**src/lpcc_pkg.sv**
```systemverilog
`timescale 1ns / 1ps
`default_nettype none
package lpcc_pkg;

  // default build parameters
  localparam int DEF_IMG_WIDTH   = 512;
  localparam int DEF_IMG_HEIGHT  = 512;
  localparam int DEF_NUM_CAMERAS = 4;
  localparam int DEF_COEF_BITS   = 32;

  // coefficients per camera and their slots
  localparam int TERMS   = 18;
  localparam int K_FX    = 12;
  localparam int K_FY    = 13;
  localparam int K_CX    = 14;
  localparam int K_CY    = 15;
  localparam int K_TX    = 16;
  localparam int K_TY    = 17;

  // projection divider: magnitude of the numerator and the positive depth
  localparam int DIV_BITS     = 63;
  localparam int DIV_DEN_BITS = 31;

  // operation codes on the input tuser
  localparam logic [1:0] OP_LOAD_PIXEL = 2'd0;
  localparam logic [1:0] OP_LOAD_COEF  = 2'd1;
  localparam logic [1:0] OP_POINT      = 2'd2;

  // configuration register indexes and reset values
  localparam logic       CFG_IMAGE_WIDTH  = 1'b0;
  localparam logic       CFG_IMAGE_HEIGHT = 1'b1;
  localparam logic [9:0] CFG_DIM_RESET    = 10'd512;

  // default colour, packed red:green:blue
  localparam logic [23:0] COLOR_GREEN = 24'h00FF00;

  typedef enum logic [1:0] {
    KIND_PIXEL,
    KIND_COEF,
    KIND_POINT
  } item_kind_e;

  // one classified item waiting for the back end
  typedef struct packed {
    item_kind_e         kind;
    logic [1:0]         cam;
    logic [8:0]         row;
    logic [8:0]         col;
    logic [23:0]        rgb;
    logic [4:0]         idx;
    logic signed [31:0] value;
    logic signed [31:0] x;
    logic signed [31:0] y;
    logic signed [31:0] z;
  } queue_item_t;

endpackage
`default_nettype wire

```
**src/lpcc_front.sv**
```systemverilog
`timescale 1ns / 1ps
`default_nettype none
module lpcc_front
  import lpcc_pkg::*;
#(
  parameter int IMG_WIDTH   = DEF_IMG_WIDTH,
  parameter int IMG_HEIGHT  = DEF_IMG_HEIGHT,
  parameter int NUM_CAMERAS = DEF_NUM_CAMERAS,
  parameter int COEF_BITS   = DEF_COEF_BITS
) (
  input  wire logic         clk_i,
  input  wire logic         rst_ni,
  input  wire logic         s_axis_tvalid_i,
  output logic              s_axis_tready_o,
  input  wire logic [183:0] s_axis_tdata_i,
  input  wire logic [1:0]   s_axis_tuser_i,
  output logic              q_valid_o,
  output queue_item_t       q_item_o,
  input  wire logic         q_pop_i
);

  localparam int CW = (COEF_BITS < 32) ? COEF_BITS : 32;

  queue_item_t item;
  logic        keep;
  logic        push;

  queue_item_t fifo_q [4];
  logic [1:0]  wr_q, rd_q;
  logic [2:0]  cnt_q;

  // unpack and classify; out-of-range loads and unused codes are dropped
  always_comb begin
    item.cam   = s_axis_tdata_i[1:0];
    item.row   = s_axis_tdata_i[10:2];
    item.col   = s_axis_tdata_i[19:11];
    item.rgb   = {s_axis_tdata_i[43:36], s_axis_tdata_i[35:28], s_axis_tdata_i[27:20]};
    item.idx   = s_axis_tdata_i[48:44];
    item.value = 32'(signed'(s_axis_tdata_i[49 +: CW]));
    item.x     = s_axis_tdata_i[112:81];
    item.y     = s_axis_tdata_i[144:113];
    item.z     = s_axis_tdata_i[176:145];
    item.kind  = KIND_POINT;
    keep       = 1'b0;
    case (s_axis_tuser_i)
      OP_LOAD_PIXEL: begin
        item.kind = KIND_PIXEL;
        keep = (32'(item.cam) < NUM_CAMERAS) && (32'(item.row) < IMG_HEIGHT) &&
               (32'(item.col) < IMG_WIDTH);
      end
      OP_LOAD_COEF: begin
        item.kind = KIND_COEF;
        keep = (32'(item.cam) < NUM_CAMERAS) && (32'(item.idx) < TERMS);
      end
      OP_POINT: begin
        item.kind = KIND_POINT;
        keep = 1'b1;
      end
      default: keep = 1'b0;
    endcase
  end

  assign s_axis_tready_o = !cnt_q[2];
  assign push            = s_axis_tvalid_i && s_axis_tready_o && keep;

  // four-entry queue to the back end
  always_ff @(posedge clk_i) begin
    if (push) begin
      fifo_q[wr_q] <= item;
    end
  end

  always_ff @(posedge clk_i or negedge rst_ni) begin
    if (!rst_ni) begin
      wr_q  <= '0;
      rd_q  <= '0;
      cnt_q <= '0;
    end else begin
      if (push) wr_q <= wr_q + 2'd1;
      if (q_pop_i) rd_q <= rd_q + 2'd1;
      cnt_q <= cnt_q + 3'(push) - 3'(q_pop_i);
    end
  end

  assign q_valid_o = (cnt_q != 3'd0);
  assign q_item_o  = fifo_q[rd_q];

endmodule
`default_nettype wire

```
**config.mk**
```make
export PLATFORM = sky130hd
export DESIGN_NAME = lpcc_front
export DESIGN_NICKNAME = d
export VERILOG_FILES = /design/src/lpcc_pkg.sv /design/src/lpcc_front.sv
export SDC_FILE = /design/constraint.sdc
export NUM_CORES = 1
export LEC_CHECK = 0
export BUFFER_PORTS_ARGS = -buffer_cell sky130_fd_sc_hd__buf_4
export CAP_MARGIN = 0
export CORE_ASPECT_RATIO = 1.5
export CORE_MARGIN = 3
export CORE_UTILIZATION = 45
export DETAILED_ROUTE_END_ITERATION = 16
export HOLD_SLACK_MARGIN = 0.12
export PLACE_DENSITY = 0.71
export SKIP_LAST_GASP = 1
export SYNTH_ARGS = -nofsm -noshare
export SYNTH_HDL_FRONTEND = slang
export SYNTH_SLANG_ARGS = --single-unit
```
**constraint.sdc**
```tcl
create_clock -name clk_i -period 9.9 [get_ports clk_i]
set_input_delay 1.98 -clock clk_i [delete_from_list [all_inputs] [get_ports clk_i]]
set_output_delay 1.98 -clock clk_i [all_outputs]
set_load 0.005 [all_outputs]
```
==> results of run 1 <==
## where the power goes
| group | internal [mW] | switching [mW] |
|---|---|---|
| clock network | 1.52 | 1.07 |
| logic | 1.27 | 0.986 |
| registers | 3.66 | 0.168 |
| total | 6.45 | 2.22 |
## through the flow
| stage | cell area, um2 | power [mW] |
|---|---|---|
| 5_1_grt | 32000 | 9.07 |
| 4_1_cts | 32000 | 8.83 |
| 2_1_floorplan | 26200 | 5.15 |
| 6_report | 32000 | 8.67 |
| 3_5_place_dp | 29800 | 6.23 |
| 3_3_place_gp | 29800 | 6.20 |
## layer usage
metal / vias to the layer above / part of all wire / routed length [um]
li1: 5020 / - / -
met1: 6104 / 0.37 / 19100
met2: 386 / 0.52 / 27000
met3: 119 / 0.072 / 3760
met4: 6 / 0.041 / 2160
met5: - / 0.00086 / 45
## cells in the mapped netlist, types with 2 or more instances
cell type | number | area (um2)
nand2_1 | 2 | 7.51
buf_2 | 22 | 110
xnor2_1 | 4 | 35.0
edfxtp_1 | 716 | 21500
inv_1 | 7 | 26.3
dfrtp_1 | 7 | 175
clkbuf_1 | 7 | 26.3
buf_6 | 11 | 124
and2_1 | 4 | 25.0
mux4_2 | 179 | 4030
ha_1 | 6 | 75.1
## state kept, by name, indices dropped and copies added (netlist names)
| name | flops |
|---|---|
| cnt_q | 3 |
| fifo_q | 716 |
| rd_q | 2 |
| wr_q | 2 |
## how the worst max path moves through the flow
stage	cells past startpoint	slack, ps	to	startpoint
finish	3	4690	q_item_o[37]	rd_q[0]
global route	3	4350	q_item_o[14]	rd_q[0]
CTS	3	4500	q_item_o[14]	rd_q[0]
detailed placement	5	4760	fifo_q[1][82]	s_axis_tdata_i[46]
global placement	5	4780	fifo_q[1][82]	s_axis_tdata_i[46]
floorplan	4	2630	fifo_q[0][0]	s_axis_tdata_i[47]
## cell type report
| class | count | area, um2 | share of cell area |
|---|---|---|---|
| Sequential cell | 723 | 21700 | 0.677 |
| Multi-Input combinational cell | 202 | 4250 | 0.133 |
| Timing Repair Buffer | 372 | 2840 | 0.0888 |
| Clock buffer | 87 | 1820 | 0.0567 |
| Tap cell | 763 | 955 | 0.0298 |
| Clock inverter | 34 | 417 | 0.0130 |
| Inverter | 7 | 26.3 | 0.000821 |
| Antenna cell | 5 | 12.5 | 0.000391 |
## logic make-up (layout without fill, tap and decap cells)
group	after synthesis	count (layout)	synth area share
buf+inv	49	500	0.0114
other cells	0	5	0
simple gates	9	9	0.00205
flops	723	723	0.827
mux	180	180	0.154
xor+xnor	5	5	0.00167
compound gates	1	1	0.000334
fa+ha+maj	7	7	0.00363
==> results.yml, run 1 <==
logic_synthesis:
  ys_warn_count: 0
  async_flop_share: 0.00968
  synth_flop_cell: "edfxtp_1"
  yosysSeqAreaShare: 0.827
  synth_edf_count: 716
  yosys_register_bits: 723
  syn_area_per_cell_um2: 26.9
  syn_area_um2: 26200
  synth_cell_types: 20
  synth_cells: 974
  syn_nets: 1171
floorplanning:
  core_area_um2: 57200
  start_util: 0.459
  dieArea_um2: 61300
  die_h_um: 302
  die_w_um: 203
  core.rowCount: 107
  io-pin-count: 371
sta:
  setup_viol: 0
  hold_viol: 0
  period_share: 0.526
  finalSetupTns_ps: 0
  slew_headroom: 0.317
  fmax_mhz: 192
  rsz0062_at_grt: "false"
  worstMarginPinSlew_ps: 1030
  finalMaxSlewViolations: 0
  setup_ws_ps: 4690
  min_period_ps: 5210
  finClkSkew_ps: 16.8
  hold_ws_ps: 499
worst_setup_path:
  worstPathCellList: "buf_4 > mux4_2 > buf_4"
  worst_r2r_endpoint: "fifo_q[1][81]"
  crit_buf_inv: 2
  crit_family: "flip-flops"
  cp_max_fo: 46
  ff2ff_setup_slack_ps: 6820
  start_kind: "flip-flop"
  cp.required_ps: 7920
  critPathKind: "reg -> out"
  cp_common_cell: "buf_4"
  regToRegStartpoint: "cnt_q[2]"
  cpPeakStageDelay_ps: 1020
  cp_slowest_cell: "dfrtp_4"
  crit_path_end_kind: "primary output"
  reg2regPathDepth: 4
  cp.arrival_ps: 3230
grt:
  gr-usage-met2: 0.285
  antenna_found_initial: 8
  grt_use_total: 0.171
  grt_util_met1: 0.206
  grt_pass1_wl_um: 79000
  grtUsageMet3: 0.0508
  grt_overflow_total: 0
  grt.busiest_layer: "met2"
  grt_start_max_net_pins: 142
  grt_pass1_vias: 12700
clock_network:
  cts_resized: 0
  clockBufferDepth: 3
  post_cts_buffers: 0
  cts_buffers: 67
  clock_sinks: 723
  h-tree-depth: 3
  ctsRootBufferMaster: "clkbuf_16"
  cts_tree: "built"
  clock_latency_ps: 580
  cts-hold-fix-buffers: 0
  clkTransAtPathRegs_ps: 60
min_path:
  holdPathEnd: "cnt_q[2]"
  holdPathStages: 1
  min_from: "cnt_q[2]"
  hp-class: "reg -> reg"
detailed_routing:
  viasPerCell: 5.31
  initialDrtViolationCount: 622
  final_antenna_net_count: 0
  dr_total_vias: 11600
  wl_per_cell_um: 23.7
  wl_um: 52100
  drc: 0
  firstDrtPassIters: 6
place:
  gp_congestion: 0.728
  dp.final_hpwl_um: 31200
  place_ws_ps: 4760
  dp.cells: 2067
  port_buffers: 363
power_and_ir_drop:
  vdd_ir_drop_max_v: 0.000187
  leakage_nw: 10.7
  powerDensity_nw_per_um2: 271
flow_run:
  drv_cap: 0
cells_and_area:
  finalNonFillerCells: 2193
  fillCellCount: 4166
  syn2layout_area_growth_pct: 22.1
  nets: 1570
  final_util: 0.560
  drive_gt1_frac: 0.460
  final_common_cell: "edfxtp_1"
  mostFrequentLayoutCells: "716 x edfxtp_1, 368 x buf_4, 179 x mux4_2"
run_status:
  status: "completed"
Power figures use the tool's default switching activity.
==> inputs of run 2 (changes only) <==
==> constraint.sdc (replaced) <==
create_clock -name clk_i -period 4.8 [get_ports clk_i]
set_input_delay 0.96 -clock clk_i [delete_from_list [all_inputs] [get_ports clk_i]]
set_output_delay 0.96 -clock clk_i [all_outputs]
set_load 0.005 [all_outputs]
==> results.yml, run 2 (synthesis results as in run 1) <==
cells_and_area:
  nets: 1579
  syn2layout_area_growth_pct: 22.3
  top_regs: "fifo_q (716), cnt_q (3)"
  final_common_cell: "edfxtp_1"
  drive_gt1_frac: 0.463
  mostFrequentLayoutCells: "716 x edfxtp_1, 368 x buf_4, 179 x mux4_2"
  largest_reg_flops: 716
  finalNonFillerCells: 2203
  regMostFlops: "fifo_q"
  fillCellCount: 4191
sta:
  finalSetupTns_ps: 0
  finClkSkew_ps: 13.0
  finalMaxSlewViolations: 0
  hold_viol: 0
  setup_viol: 0
  slew_headroom: 0.289
  period_share: 0.773
  rsz0062_at_grt: "false"
  min_period_ps: 3710
  fmax_mhz: 270
  worstMarginPinSlew_ps: 1070
clock_network:
  h-tree-depth: 3
  clkTransAtPathRegs_ps: 60
  cts_buffers: 67
  post_cts_buffers: 0
  clockBufferDepth: 3
  cts_resized: 0
  cts_tree: "built"
  clock_sinks: 723
  clock_latency_ps: 590
  ctsRootBufferMaster: "clkbuf_16"
  cts-hold-fix-buffers: 0
worst_setup_path:
  ff2ff_setup_slack_ps: 2550
  reg2regPathDepth: 4
  crit_path_end_kind: "primary output"
  critPathKind: "reg -> out"
  cp_max_fo: 46
  start_kind: "flip-flop"
  cp.arrival_ps: 2750
  cp.required_ps: 3840
power_and_ir_drop:
  vdd_ir_drop_max_v: 0.000443
  leakage_nw: 10.7
  powerDensity_nw_per_um2: 552
grt:
  grt_use_total: 0.170
  grt_overflow_total: 0
  grt_pass1_wl_um: 78400
  grt_start_max_net_pins: 127
  grt_pass1_vias: 12800
  antenna_found_initial: 5
floorplanning:
  die_h_um: 302
  core_area_um2: 57200
  core.rowCount: 107
  dieArea_um2: 61300
  start_util: 0.459
  io-pin-count: 371
  die_w_um: 203
detailed_routing:
  drc: 0
  dr_total_vias: 11700
  final_antenna_net_count: 0
  firstDrtPassIters: 4
  wl_per_cell_um: 23.4
  initialDrtViolationCount: 496
  viasPerCell: 5.31
  wl_um: 51500
min_path:
  hp-class: "in -> async"
place:
  dp.final_hpwl_um: 31800
  gp_congestion: 0.736
  port_buffers: 363
  dp.cells: 2076
run_status:
  status: "completed"
flow_run:
  drv_cap: 0
==> run 2: cell types whose count changed in the layout (fill, tap and decap cells not counted), sizes merged <==
cell,before,now
buf,372,381
clkinv,21,29
bufinv,8,3
clkbuf,87,84
inv,8,10
clkinvlp,4,3
==> run 2: worst max-delay path: stages, from the launching register on <==
cell,delay [ps]
dfrtp_4,930
buf_4,580
mux4_2,420
buf_4,160
==> run 2: power by group <==
group          internal (mW)  total, mW  switching (mW)
logic                   2.69       4.80            2.11
registers               7.56       7.85           0.290
clock network           2.87       5.07            2.20
total                   13.1       17.7            4.60
==> run 2: per-layer routing <==
layer  GRT usage  routed length [um]  vias to the layer above
met4      0.0710                1770                        0
met2       0.291               27500                      369
met1       0.206               18900                     6196
met5           0                   0                        -
li1            -                   -                     5049
met3      0.0436                3370                       92
==> run 2: through the flow <==
| stage | area, um2 | utilization | setup slack (ps) | total power [mW] | hold slack (ps) |
|---|---|---|---|---|---|
| floorplan | 26200 | - | 552 | 10.6 | 460 |
| detailed placement | 29900 | 0.524 | 1560 | 12.9 | 482 |
| global placement | 29900 | 0.524 | 1600 | 12.9 | 484 |
| CTS | 32100 | 0.561 | 989 | 18.0 | 132 |
| finish | 32100 | 0.561 | 1090 | 17.7 | 172 |
| global route | 32100 | 0.561 | 924 | 18.5 | 147 |
==> run 2: worst paths after layout <==
kind,from,end
worst max-delay path,rd_q[1],q_item_o[46]
worst max register to register,cnt_q[2],fifo_q[0][57]
worst min-delay path,rst_ni,cnt_q[2]
worst min register to register,cnt_q[2],cnt_q[2]
min in group clk_i,cnt_q[2],cnt_q[2]
max in group asynchronous,rst_ni,rd_q[0]
==> run 2: cell type report <==
| type | count | area [um2] | share of cell area |
|---|---|---|---|
| well taps | 763 | 955 | 0.0298 |
| diodes | 5 | 12.5 | 0.000390 |
| flip-flops and latches | 723 | 21700 | 0.676 |
| inverters | 7 | 26.3 | 0.000819 |
| repair buffers | 381 | 3020 | 0.0942 |
| clock inverters | 38 | 307 | 0.00956 |
| clock buffers | 84 | 1810 | 0.0566 |
| multi-input cells | 202 | 4250 | 0.133 |
